<file path="config.mk">
export PLATFORM = sky130hd
export DESIGN_NAME = circular_queue_indexed
export DESIGN_NICKNAME = d
export VERILOG_FILES = /design/src/sv/cqi_pkg.sv /design/src/sv/cqi_ram.sv /design/src/sv/circular_queue_indexed.sv
export SDC_FILE = /design/constraint.sdc
export NUM_CORES = 2
export LEC_CHECK = 0
export BUFFER_PORTS_ARGS = -buffer_cell sky130_fd_sc_hd__buf_2
export CORE_UTILIZATION = 50
export CTS_CLUSTER_SIZE = 24
export DETAILED_ROUTE_END_ITERATION = 10
export PLACE_DENSITY = 0.71
export REMOVE_ABC_BUFFERS = 1
export SETUP_SLACK_MARGIN = 0.4
export SLEW_MARGIN = 20
export SYNTH_ARGS = -nofsm -noshare
export SYNTH_HDL_FRONTEND = slang
export SYNTH_SLANG_ARGS = --single-unit
</file>
<file path="constraint.sdc">
create_clock -name clock -period 6.65 [get_ports clock]
set_input_delay 0.3325 -clock clock [delete_from_list [all_inputs] [get_ports clock]]
set_output_delay 0.3325 -clock clock [all_outputs]
set_load 0.02 [all_outputs]
</file>
<file path="src/sv/cqi_pkg.sv">
`timescale 1ns / 1ps
// ----------------------------------------------------------------------------
// cqi_pkg: shared types for the indexed circular queue
// Request and response payloads, operation codes and status codes.
// ----------------------------------------------------------------------------
package cqi_pkg;

   localparam int DATA_W  = 32;
   localparam int POS_W   = 7;
   localparam int COUNT_W = 8;

   typedef enum logic [1:0] {
      OP_PUSH  = 2'd0,
      OP_POP   = 2'd1,
      OP_READ  = 2'd2,
      OP_WRITE = 2'd3
   } op_type;

   typedef enum logic [1:0] {
      STATUS_OK      = 2'd0,
      STATUS_FULL    = 2'd1,
      STATUS_EMPTY   = 2'd2,
      STATUS_BAD_POS = 2'd3
   } status_type;

   typedef struct packed {
      op_type                    op;
      logic signed [DATA_W-1:0]  value;
      logic        [POS_W-1:0]   position;
   } req_type;

   typedef struct packed {
      logic signed [DATA_W-1:0]  read_data;
      status_type                status;
      logic        [COUNT_W-1:0] count;
      logic                      is_empty;
      logic                      is_full;
   } rsp_type;

endpackage

</file>
<file path="src/sv/cqi_ram.sv">
`timescale 1ns / 1ps
// ----------------------------------------------------------------------------
// cqi_ram: element storage of the indexed circular queue
// One write port and one read port, read data registered.
// ----------------------------------------------------------------------------
module cqi_ram #(
   parameter int DEPTH = 128
) (
   input  logic                          clock,
   input  logic                          wr_en,
   input  logic [$clog2(DEPTH)-1:0]      wr_addr,
   input  logic [cqi_pkg::DATA_W-1:0]    wr_data,
   input  logic                          rd_en,
   input  logic [$clog2(DEPTH)-1:0]      rd_addr,
   output logic [cqi_pkg::DATA_W-1:0]    rd_data
);
   import cqi_pkg::*;

   logic [DATA_W-1:0] storage_ff [DEPTH];
   logic [DATA_W-1:0] rd_data_ff;

   always_ff @(posedge clock) begin
      if (wr_en) begin
         storage_ff[wr_addr] <= wr_data;
      end
   end

   always_ff @(posedge clock) begin
      if (rd_en) begin
         rd_data_ff <= storage_ff[rd_addr];
      end
   end

   assign rd_data = rd_data_ff;

endmodule

</file>
<file path="src/sv/circular_queue_indexed.sv">
`timescale 1ns / 1ps
// ----------------------------------------------------------------------------
// circular_queue_indexed: ring-buffer queue with indexed access
// FIFO of signed 32-bit words with push, pop, read and write at an offset.
// ----------------------------------------------------------------------------
// Usage:
//   A request (op, value, position on req_payload) transfers at a rising edge
//   with start high and busy low. busy stays low, so a request may be issued
//   in every cycle: one item per cycle, the rate of the storage memory's
//   single write port and single read port.
//   Each request gives exactly one response on rsp_payload, marked by
//   rsp_valid for one cycle, in the cycle right after the request transfer.
//   Pointers and count are updated at the transfer edge; a read is issued to
//   the memory at that edge too, so a following write to the same slot does
//   not disturb data already on its way out.
//   Rejected requests (push when full, pop when empty, position at or beyond
//   the count) change nothing and return read_data 0 with their status code.
//   count reports the low 8 bits of the element count after the operation.
//   Synchronous reset empties the queue; storage contents are not cleared
//   and are only ever read at slots written earlier.
//   The receiver cannot stall: a response must be taken in its cycle.
// ----------------------------------------------------------------------------
module circular_queue_indexed #(
   parameter int DEPTH = 128
) (
   input  logic              clock,
   input  logic              reset,
   input  logic              start,
   output logic              busy,
   input  cqi_pkg::req_type  req_payload,
   output logic              rsp_valid,
   output cqi_pkg::rsp_type  rsp_payload
);
   import cqi_pkg::*;

   localparam int IW = $clog2(DEPTH);
   localparam int CW = IW + 1;
   localparam int MW = ((IW > POS_W) ? IW : POS_W) + 1;

   logic [IW-1:0] head_ff, head_in;
   logic [IW-1:0] tail_ff, tail_in;
   logic [CW-1:0] count_ff, count_in;

   logic          rsp_valid_ff;
   logic          rd_sel_ff, rd_sel_in;
   status_type    status_ff, status_in;
   logic [COUNT_W-1:0] count_out_ff;
   logic          empty_ff, full_ff;

   logic          accept;
   logic [MW-1:0] pos_ext, count_ext, slot_sum;
   logic [IW-1:0] slot;
   logic          pos_ok;
   logic          is_full_now, is_empty_now;

   logic                wr_en, rd_en;
   logic [IW-1:0]       wr_addr;
   logic [DATA_W-1:0]   wr_data;
   logic [DATA_W-1:0]   rd_data;
   logic [CW+COUNT_W-1:0] count_wide;

   assign busy   = 1'b0;
   assign accept = start & ~busy;

   assign pos_ext      = MW'(req_payload.position);
   assign count_ext    = MW'(count_ff);
   assign slot_sum     = MW'(head_ff) + pos_ext;
   assign slot         = slot_sum[IW-1:0];
   assign pos_ok       = pos_ext < count_ext;
   assign is_full_now  = count_ff == CW'(DEPTH);
   assign is_empty_now = count_ff == '0;

   always_comb begin
      head_in   = head_ff;
      tail_in   = tail_ff;
      count_in  = count_ff;
      status_in = STATUS_OK;
      rd_sel_in = 1'b0;
      wr_en     = 1'b0;
      wr_addr   = tail_ff;
      wr_data   = req_payload.value;
      rd_en     = 1'b0;
      if (accept) begin
         unique case (req_payload.op)
            OP_PUSH: begin
               if (is_full_now) begin
                  status_in = STATUS_FULL;
               end else begin
                  wr_en    = 1'b1;
                  tail_in  = tail_ff + IW'(1);
                  count_in = count_ff + CW'(1);
               end
            end
            OP_POP: begin
               if (is_empty_now) begin
                  status_in = STATUS_EMPTY;
               end else begin
                  head_in  = head_ff + IW'(1);
                  count_in = count_ff - CW'(1);
               end
            end
            OP_READ: begin
               if (!pos_ok) begin
                  status_in = STATUS_BAD_POS;
               end else begin
                  rd_en     = 1'b1;
                  rd_sel_in = 1'b1;
               end
            end
            OP_WRITE: begin
               if (!pos_ok) begin
                  status_in = STATUS_BAD_POS;
               end else begin
                  wr_en   = 1'b1;
                  wr_addr = slot;
               end
            end
            default: begin
               status_in = STATUS_OK;
            end
         endcase
      end
   end

   assign count_wide = {{COUNT_W{1'b0}}, count_in};

   always_ff @(posedge clock) begin
      if (reset) begin
         head_ff      <= '0;
         tail_ff      <= '0;
         count_ff     <= '0;
         rsp_valid_ff <= 1'b0;
         rd_sel_ff    <= 1'b0;
      end else begin
         head_ff      <= head_in;
         tail_ff      <= tail_in;
         count_ff     <= count_in;
         rsp_valid_ff <= accept;
         rd_sel_ff    <= rd_sel_in;
      end
   end

   // response fields, captured with the transfer
   always_ff @(posedge clock) begin
      if (accept) begin
         status_ff    <= status_in;
         count_out_ff <= count_wide[COUNT_W-1:0];
         empty_ff     <= count_in == '0;
         full_ff      <= count_in == CW'(DEPTH);
      end
   end

   cqi_ram #(
      .DEPTH (DEPTH)
   ) u_ram (
      .clock   (clock),
      .wr_en   (wr_en),
      .wr_addr (wr_addr),
      .wr_data (wr_data),
      .rd_en   (rd_en),
      .rd_addr (slot),
      .rd_data (rd_data)
   );

   assign rsp_valid             = rsp_valid_ff;
   assign rsp_payload.read_data = rd_sel_ff ? rd_data : '0;
   assign rsp_payload.status    = status_ff;
   assign rsp_payload.count     = count_out_ff;
   assign rsp_payload.is_empty  = empty_ff;
   assign rsp_payload.is_full   = full_ff;

   // every transfer gives exactly one response in the next cycle
   a_rsp_follows: assert property (@(posedge clock) disable iff (reset)
      accept |=> rsp_valid)
      else $error("response missing after request transfer");

   a_no_spurious_rsp: assert property (@(posedge clock) disable iff (reset)
      !accept |=> !rsp_valid)
      else $error("response without request transfer");

   a_count_bound: assert property (@(posedge clock) disable iff (reset)
      count_ff <= CW'(DEPTH))
      else $error("element count beyond capacity");

   // pointer distance agrees with the count
   a_ptr_count: assert property (@(posedge clock) disable iff (reset)
      (tail_ff - head_ff) == count_ff[IW-1:0])
      else $error("pointers disagree with count");

   a_reject_no_data: assert property (@(posedge clock) disable iff (reset)
      (rsp_valid && rsp_payload.status != STATUS_OK) |-> rsp_payload.read_data == '0)
      else $error("rejected request returned data");

endmodule
</file>
Word-level counts from Yosys, hierarchy flattened --
Memory sizes are Yosys's and may differ from the RTL's. A register that Yosys moved wholly into a read port is not among the register bits. Index checks and enable logic that the tools add are counted.
Storage, ports and cells: bits in registers 36, bits in writable memories 4096, output and inout bits 46, word-level logic and storage cells 49, memories kept 1
Cells by class: $add $sub $neg 5, magnitude comparators 1, equal/unequal tests 5, muxes and demuxes 20, bitwise gates (word level) 2, reduce and logical (&&, ||, !) cells 6
Memories:
- u_ram.storage_ff | depth 128, width 32, rd ports 1, clocked after memory_dff 1, wr ports 1, line cqi_ram.sv:19 | logic [DATA_W-1:0] storage_ff [DEPTH];
Operators with widths (number):
- $mux 32 | 1
- $mux 8 | 3
- $mux 7 | 3
- $eq 8x8->1 const B | 2
- $logic_not 8->1 | 2
- $pmux 8 s2 | 1
- $add 7x1->7 const B | 2
- $add 8x1->8 const B | 1
- $lt 7x8->1 | 1
- $mux 1 | 8
- $sub 8x1->8 const B | 1
- $add 7x7->7 | 1
- $pmux 2 s3 | 1
- $reduce_and 3->1 | 2
- $eq 2x2->1 const B | 2
- $mux 2 | 2
- $eq 2x1->1 const B | 1
- $logic_not 2->1 | 1
- $not 1->1 | 2
- $pmux 1 s2 | 1
- $reduce_or 2->1 | 1

Depth between registers and ports, before layout --
depth in word-level cells 6, depth in mapped cells 13, mapped depth without buffers 8

By module --
Synthesis repeated with hierarchy kept, for this count alone.
Unflattened totals: cells, all modules 6295, area, all modules 159280.3 µm²
Modules (own cells, without submodules):
- cqi_ram | times used 1, cells an instance 5990, area each 156596.4 µm²
- circular_queue_indexed | times used 1, cells an instance 305, area each 2683.8 µm²

Worst setup path after synthesis --
Ideal clock, no wire load.
kind input-to-reg, start in req_payload[0] (netlist bit), end mem u_ram.storage_ff[112][0] (enable), data arrival time 4.650 ns, data required time 6.189 ns, path slack 1.539 ns, stages 10, path buffers 2, cell sequence ha_1 > fa_1 > a211o_1 > o211ai_2 > o21a_1 > buf_2 > nand3_1 > mux2_2 > clkbuf_1 > nor3_1
Between the ends: longest elaborated chain between the ends 6, elaborated cells on any way between the ends 10
Ends and longest elaborated chain:
- start, declared | line circular_queue_indexed.sv:30 | input cqi_pkg::req_type req_payload,
- $lt 7x8->1 | line circular_queue_indexed.sv:69 | assign pos_ok = pos_ext < count_ext;
- $mux 1 | line circular_queue_indexed.sv:111 | if (!pos_ok) begin
- $pmux 1 s2 | line circular_queue_indexed.sv:84 | unique case (req_payload.op)
- $mux 1 | line circular_queue_indexed.sv:83 | if (accept) begin
- $mux 1 | line cqi_ram.sv:23 | if (wr_en) begin
- $mux 1 (implied by the code) | line cqi_ram.sv:24 | storage_ff[wr_addr] <= wr_data;
- end, declared | line cqi_ram.sv:19
Parallel ways exist; a longest one is shown, timed or not.

Final worst setup path --
start reg head_ff[0], end reg u_ram.rd_data_ff[4] (netlist: u_ram.rd_data[4]) (read register of u_ram.storage_ff), data pin
Between the ends: longest elaborated chain between the ends 1
Ends and longest elaborated chain:
- start, declared | line circular_queue_indexed.sv:40 | logic [IW-1:0] head_ff, head_in;
- start signal, assigned | line circular_queue_indexed.sv:135 | head_ff <= head_in;
- $add 7x7->7 | line circular_queue_indexed.sv:67 | assign slot_sum = MW'(head_ff) + pos_ext;
- end, declared | line cqi_ram.sv:20 | logic [DATA_W-1:0] rd_data_ff;
No other way between the ends. A chain may end at the register's enable or synchronous reset.

==> impl_metrics.yaml <==
clock_network:
  insertion_delay_ns: 0.99
  htree_levels: 5
  clockRootBuffer: "clkbuf_16"
  cts_tree: "yes"
  numCtsBuffers: 408
  clockBufferDepth: 4
  ctsResizeCount: 0
  clk_pin_slew_ns: 0.06
  cts.sinks: 4164
detailed_routing:
  drc: 30
  ant_nets: 0
  vias: 85371
  first_iter_violations: 12274
  drt_wl_total_um: 438000
  post_drt_wl_per_cell_um: 33.7
  via_per_inst: 6.58
  firstDrtPassIters: 10
power_and_ir_drop:
  irDropWorstVdd_mv: 0.250
  powerDensity_nw_per_um2: 304
  p_leak_nw: 58.0
sta:
  setup_viol_count_final: 0
  rsz0062_at_grt: "false"
  fin_setup_tns_ns: 0
  maxSlewHeadroom: 0.117
  fin_hold_ws_ns: 0.0167
  final.period_utilization: 0.813
  min_period_ns: 5.41
  worst_pin_slew_ns: 1.31
  max_freq_ghz: 0.185
  timing.final.max_slew_violations: 0
  final-hold-violation-count: 0
  fin_ws_ns: 1.24
  clock-skew-final_ns: 0.0675
worst_hold_path:
  min_path_type: "input pin to flop"
synthesis:
  seq_area_frac_synth: 0.766
  synth_cell_types: 66
  synth_edf_count: 4140
  post_synth.cell_area_avg_um2: 20.4
  syn_area_um2: 163000
  synth_ff_type: "edfxtp_1"
  ys_ff_latch: 4164
  syn_inst: 7980
  ys_warn_count: 0
  synthArstFlopShare: 0
setup_path:
  end_kind: "flop"
  cp_max_fo: 43
  start_kind: "flop"
  crit_required_ns: 7.29
  critical_path_class: "flop to flop"
  crit_arrival_ns: 6.05
layout:
  layout_common_cells: "4140 x edfxtp_1, 1025 x mux4_2, 774 x nand2_1, 411 x clkbuf_16, 374 x nand4_1"
  layout_commonest_cell: "edfxtp_1"
  layout.nets: 8365
  layout-drive-gt1-share: 0.255
  fillers: 23101
  fin_util: 0.569
  area_growth_pct: 13.2
die:
  die_x_um: 573
  rows: 209
  die_height_um: 573
  die_area_um2: 328000
  core_um2: 324000
  initial_core_util: 0.503
  ios: 90
grt:
  grt_pass1_vias: 85016
  grt.total_usage: 0.266
  grt_max_degree: 130
  overflow: 0
  grt_first_pass_wirelength_um: 621000
  grt_antenna_before_repair: 29
placed_design:
  place_congestion: 0.970
  port_buffers: 88
  place_hpwl_um: 254000
  pre_cts_ws_ns: 1.21
status:
  status: "complete, but fails checks"
  violations: "DRC"
job:
  cap_violations: 0
-- layer usage --
| layer | share of wire | track usage |
|---|---|---|
| met5 | 0.000030 | 0 |
| met4 | 0.054 | 0.128 |
| met3 | 0.11 | 0.0552 |
| met2 | 0.47 | 0.413 |
| met1 | 0.37 | 0.363 |
-- where the power goes --
part	internal, mW	switching, mW
Clock	13.0	9.94
Sequential	28.9	0.0141
Combinational	1.51	2.55
Total	43.4	12.5
-- stage by stage --
step / power, mW / cell area [um2] / cells
global placement: 33.4 / 170000 / 12178
floorplan: 35.8 / 161000 / 7443
CTS: 56.1 / 184000 / 12957
finish: 56.0 / 184000 / 12984
detailed placement: 33.5 / 171000 / 12182
global route: 57.3 / 184000 / 12973
-- cell families (layout without fill, tap and decap cells) --
logic type	Yosys count	count (layout)	share of synthesized area
compound gates	502	502	0.0233
fa+ha+maj	21	21	0.00166
xor+xnor	14	14	0.000753
buf+inv	556	1218	0.0147
simple gates	1655	1655	0.0487
mux	1067	1067	0.144
flops	4164	4164	0.766
other cells	1	18	0.0000230
-- final timing paths --
path | cells past startpoint | from | slack, ns | end
max | 10 | head_ff[0] | 1.24 | u_ram.rd_data[4]
min | 1 | req_payload[21] | 0.02 | u_ram.storage_ff[64][14]
max reg2reg | 10 | head_ff[0] | 1.24 | u_ram.rd_data[4]
min reg2reg | 2 | head_ff[5] | 0.52 | head_ff[5]
-- sequential cells by signal, indices dropped and copies added (netlist names) --
name / flops
head_ff: 7
full_ff: 1
tail_ff: 7
rd_sel_ff: 1
status_ff: 2
u_ram.rd_data: 32
count_out_ff: 8
u_ram.storage_ff: 4096
count_ext: 8
empty_ff: 1
rsp_valid: 1
-- Yosys cell counts (5+ instances only) --
master,n,area share
a211oi_1,7,0.00032
nand2_1,775,0.018
nand3_1,140,0.0043
inv_1,19,0.00044
mux2i_1,33,0.0020
a22o_1,142,0.0076
xor2_1,10,0.00054
buf_4,34,0.0016
nor2b_1,31,0.0012
nand2b_1,5,0.00019
a21oi_1,11,0.00034
a21o_1,5,0.00023
o211ai_1,6,0.00028
a311oi_1,50,0.0027
a211o_1,5,0.00027
and2_1,91,0.0035
buf_2,142,0.0044
o22ai_1,16,0.00061
nor2_1,140,0.0032
a221oi_1,52,0.0028
nor3_1,49,0.0015
or4_1,7,0.00032
ha_1,20,0.0015
o21ai_0,112,0.0034
mux2_2,9,0.00062
a31oi_1,5,0.00019
edfxtp_1,4140,0.76
nand4_1,374,0.014
buf_1,60,0.0014
a22oi_1,51,0.0024
mux4_2,1025,0.14
and3_1,6,0.00023
dfxtp_1,24,0.0030
o22a_1,25,0.0013
nand3b_1,5,0.00023
clkbuf_1,299,0.0069
nor4_1,14,0.00054
-- worst max-delay path, cell delays in order, from the launching register on --
cell and delay, ns:
dfxtp_1 0.37, ha_4 0.20, fa_4 1.35, buf_12 0.33, buf_4 0.45, mux4_2 0.36
and2_1 0.20, a221oi_1 0.29, a311oi_1 0.19, o21ai_0 1.10, nand4_1 0.16
-- final cells by class --
type                    count  area [um2]  share of cell area
clock inverters           263        2650              0.0144
flip-flops and latches   4164      125000               0.677
clock buffers             489       10600              0.0575
repair buffers            447        3960              0.0215
well taps                4325        5410              0.0294
diodes                     17        42.5            0.000231
inverters                  19        71.3            0.000387
multi-input cells        3260       36700               0.199
-- what timing repair did --
action                                 CTS  global route
hold buffers                            23             0
setup endpoints to repair                0             0
endpoints found under the hold margin  747             0
buffers inserted                         0             0
Power figures use the tool's default switching activity.
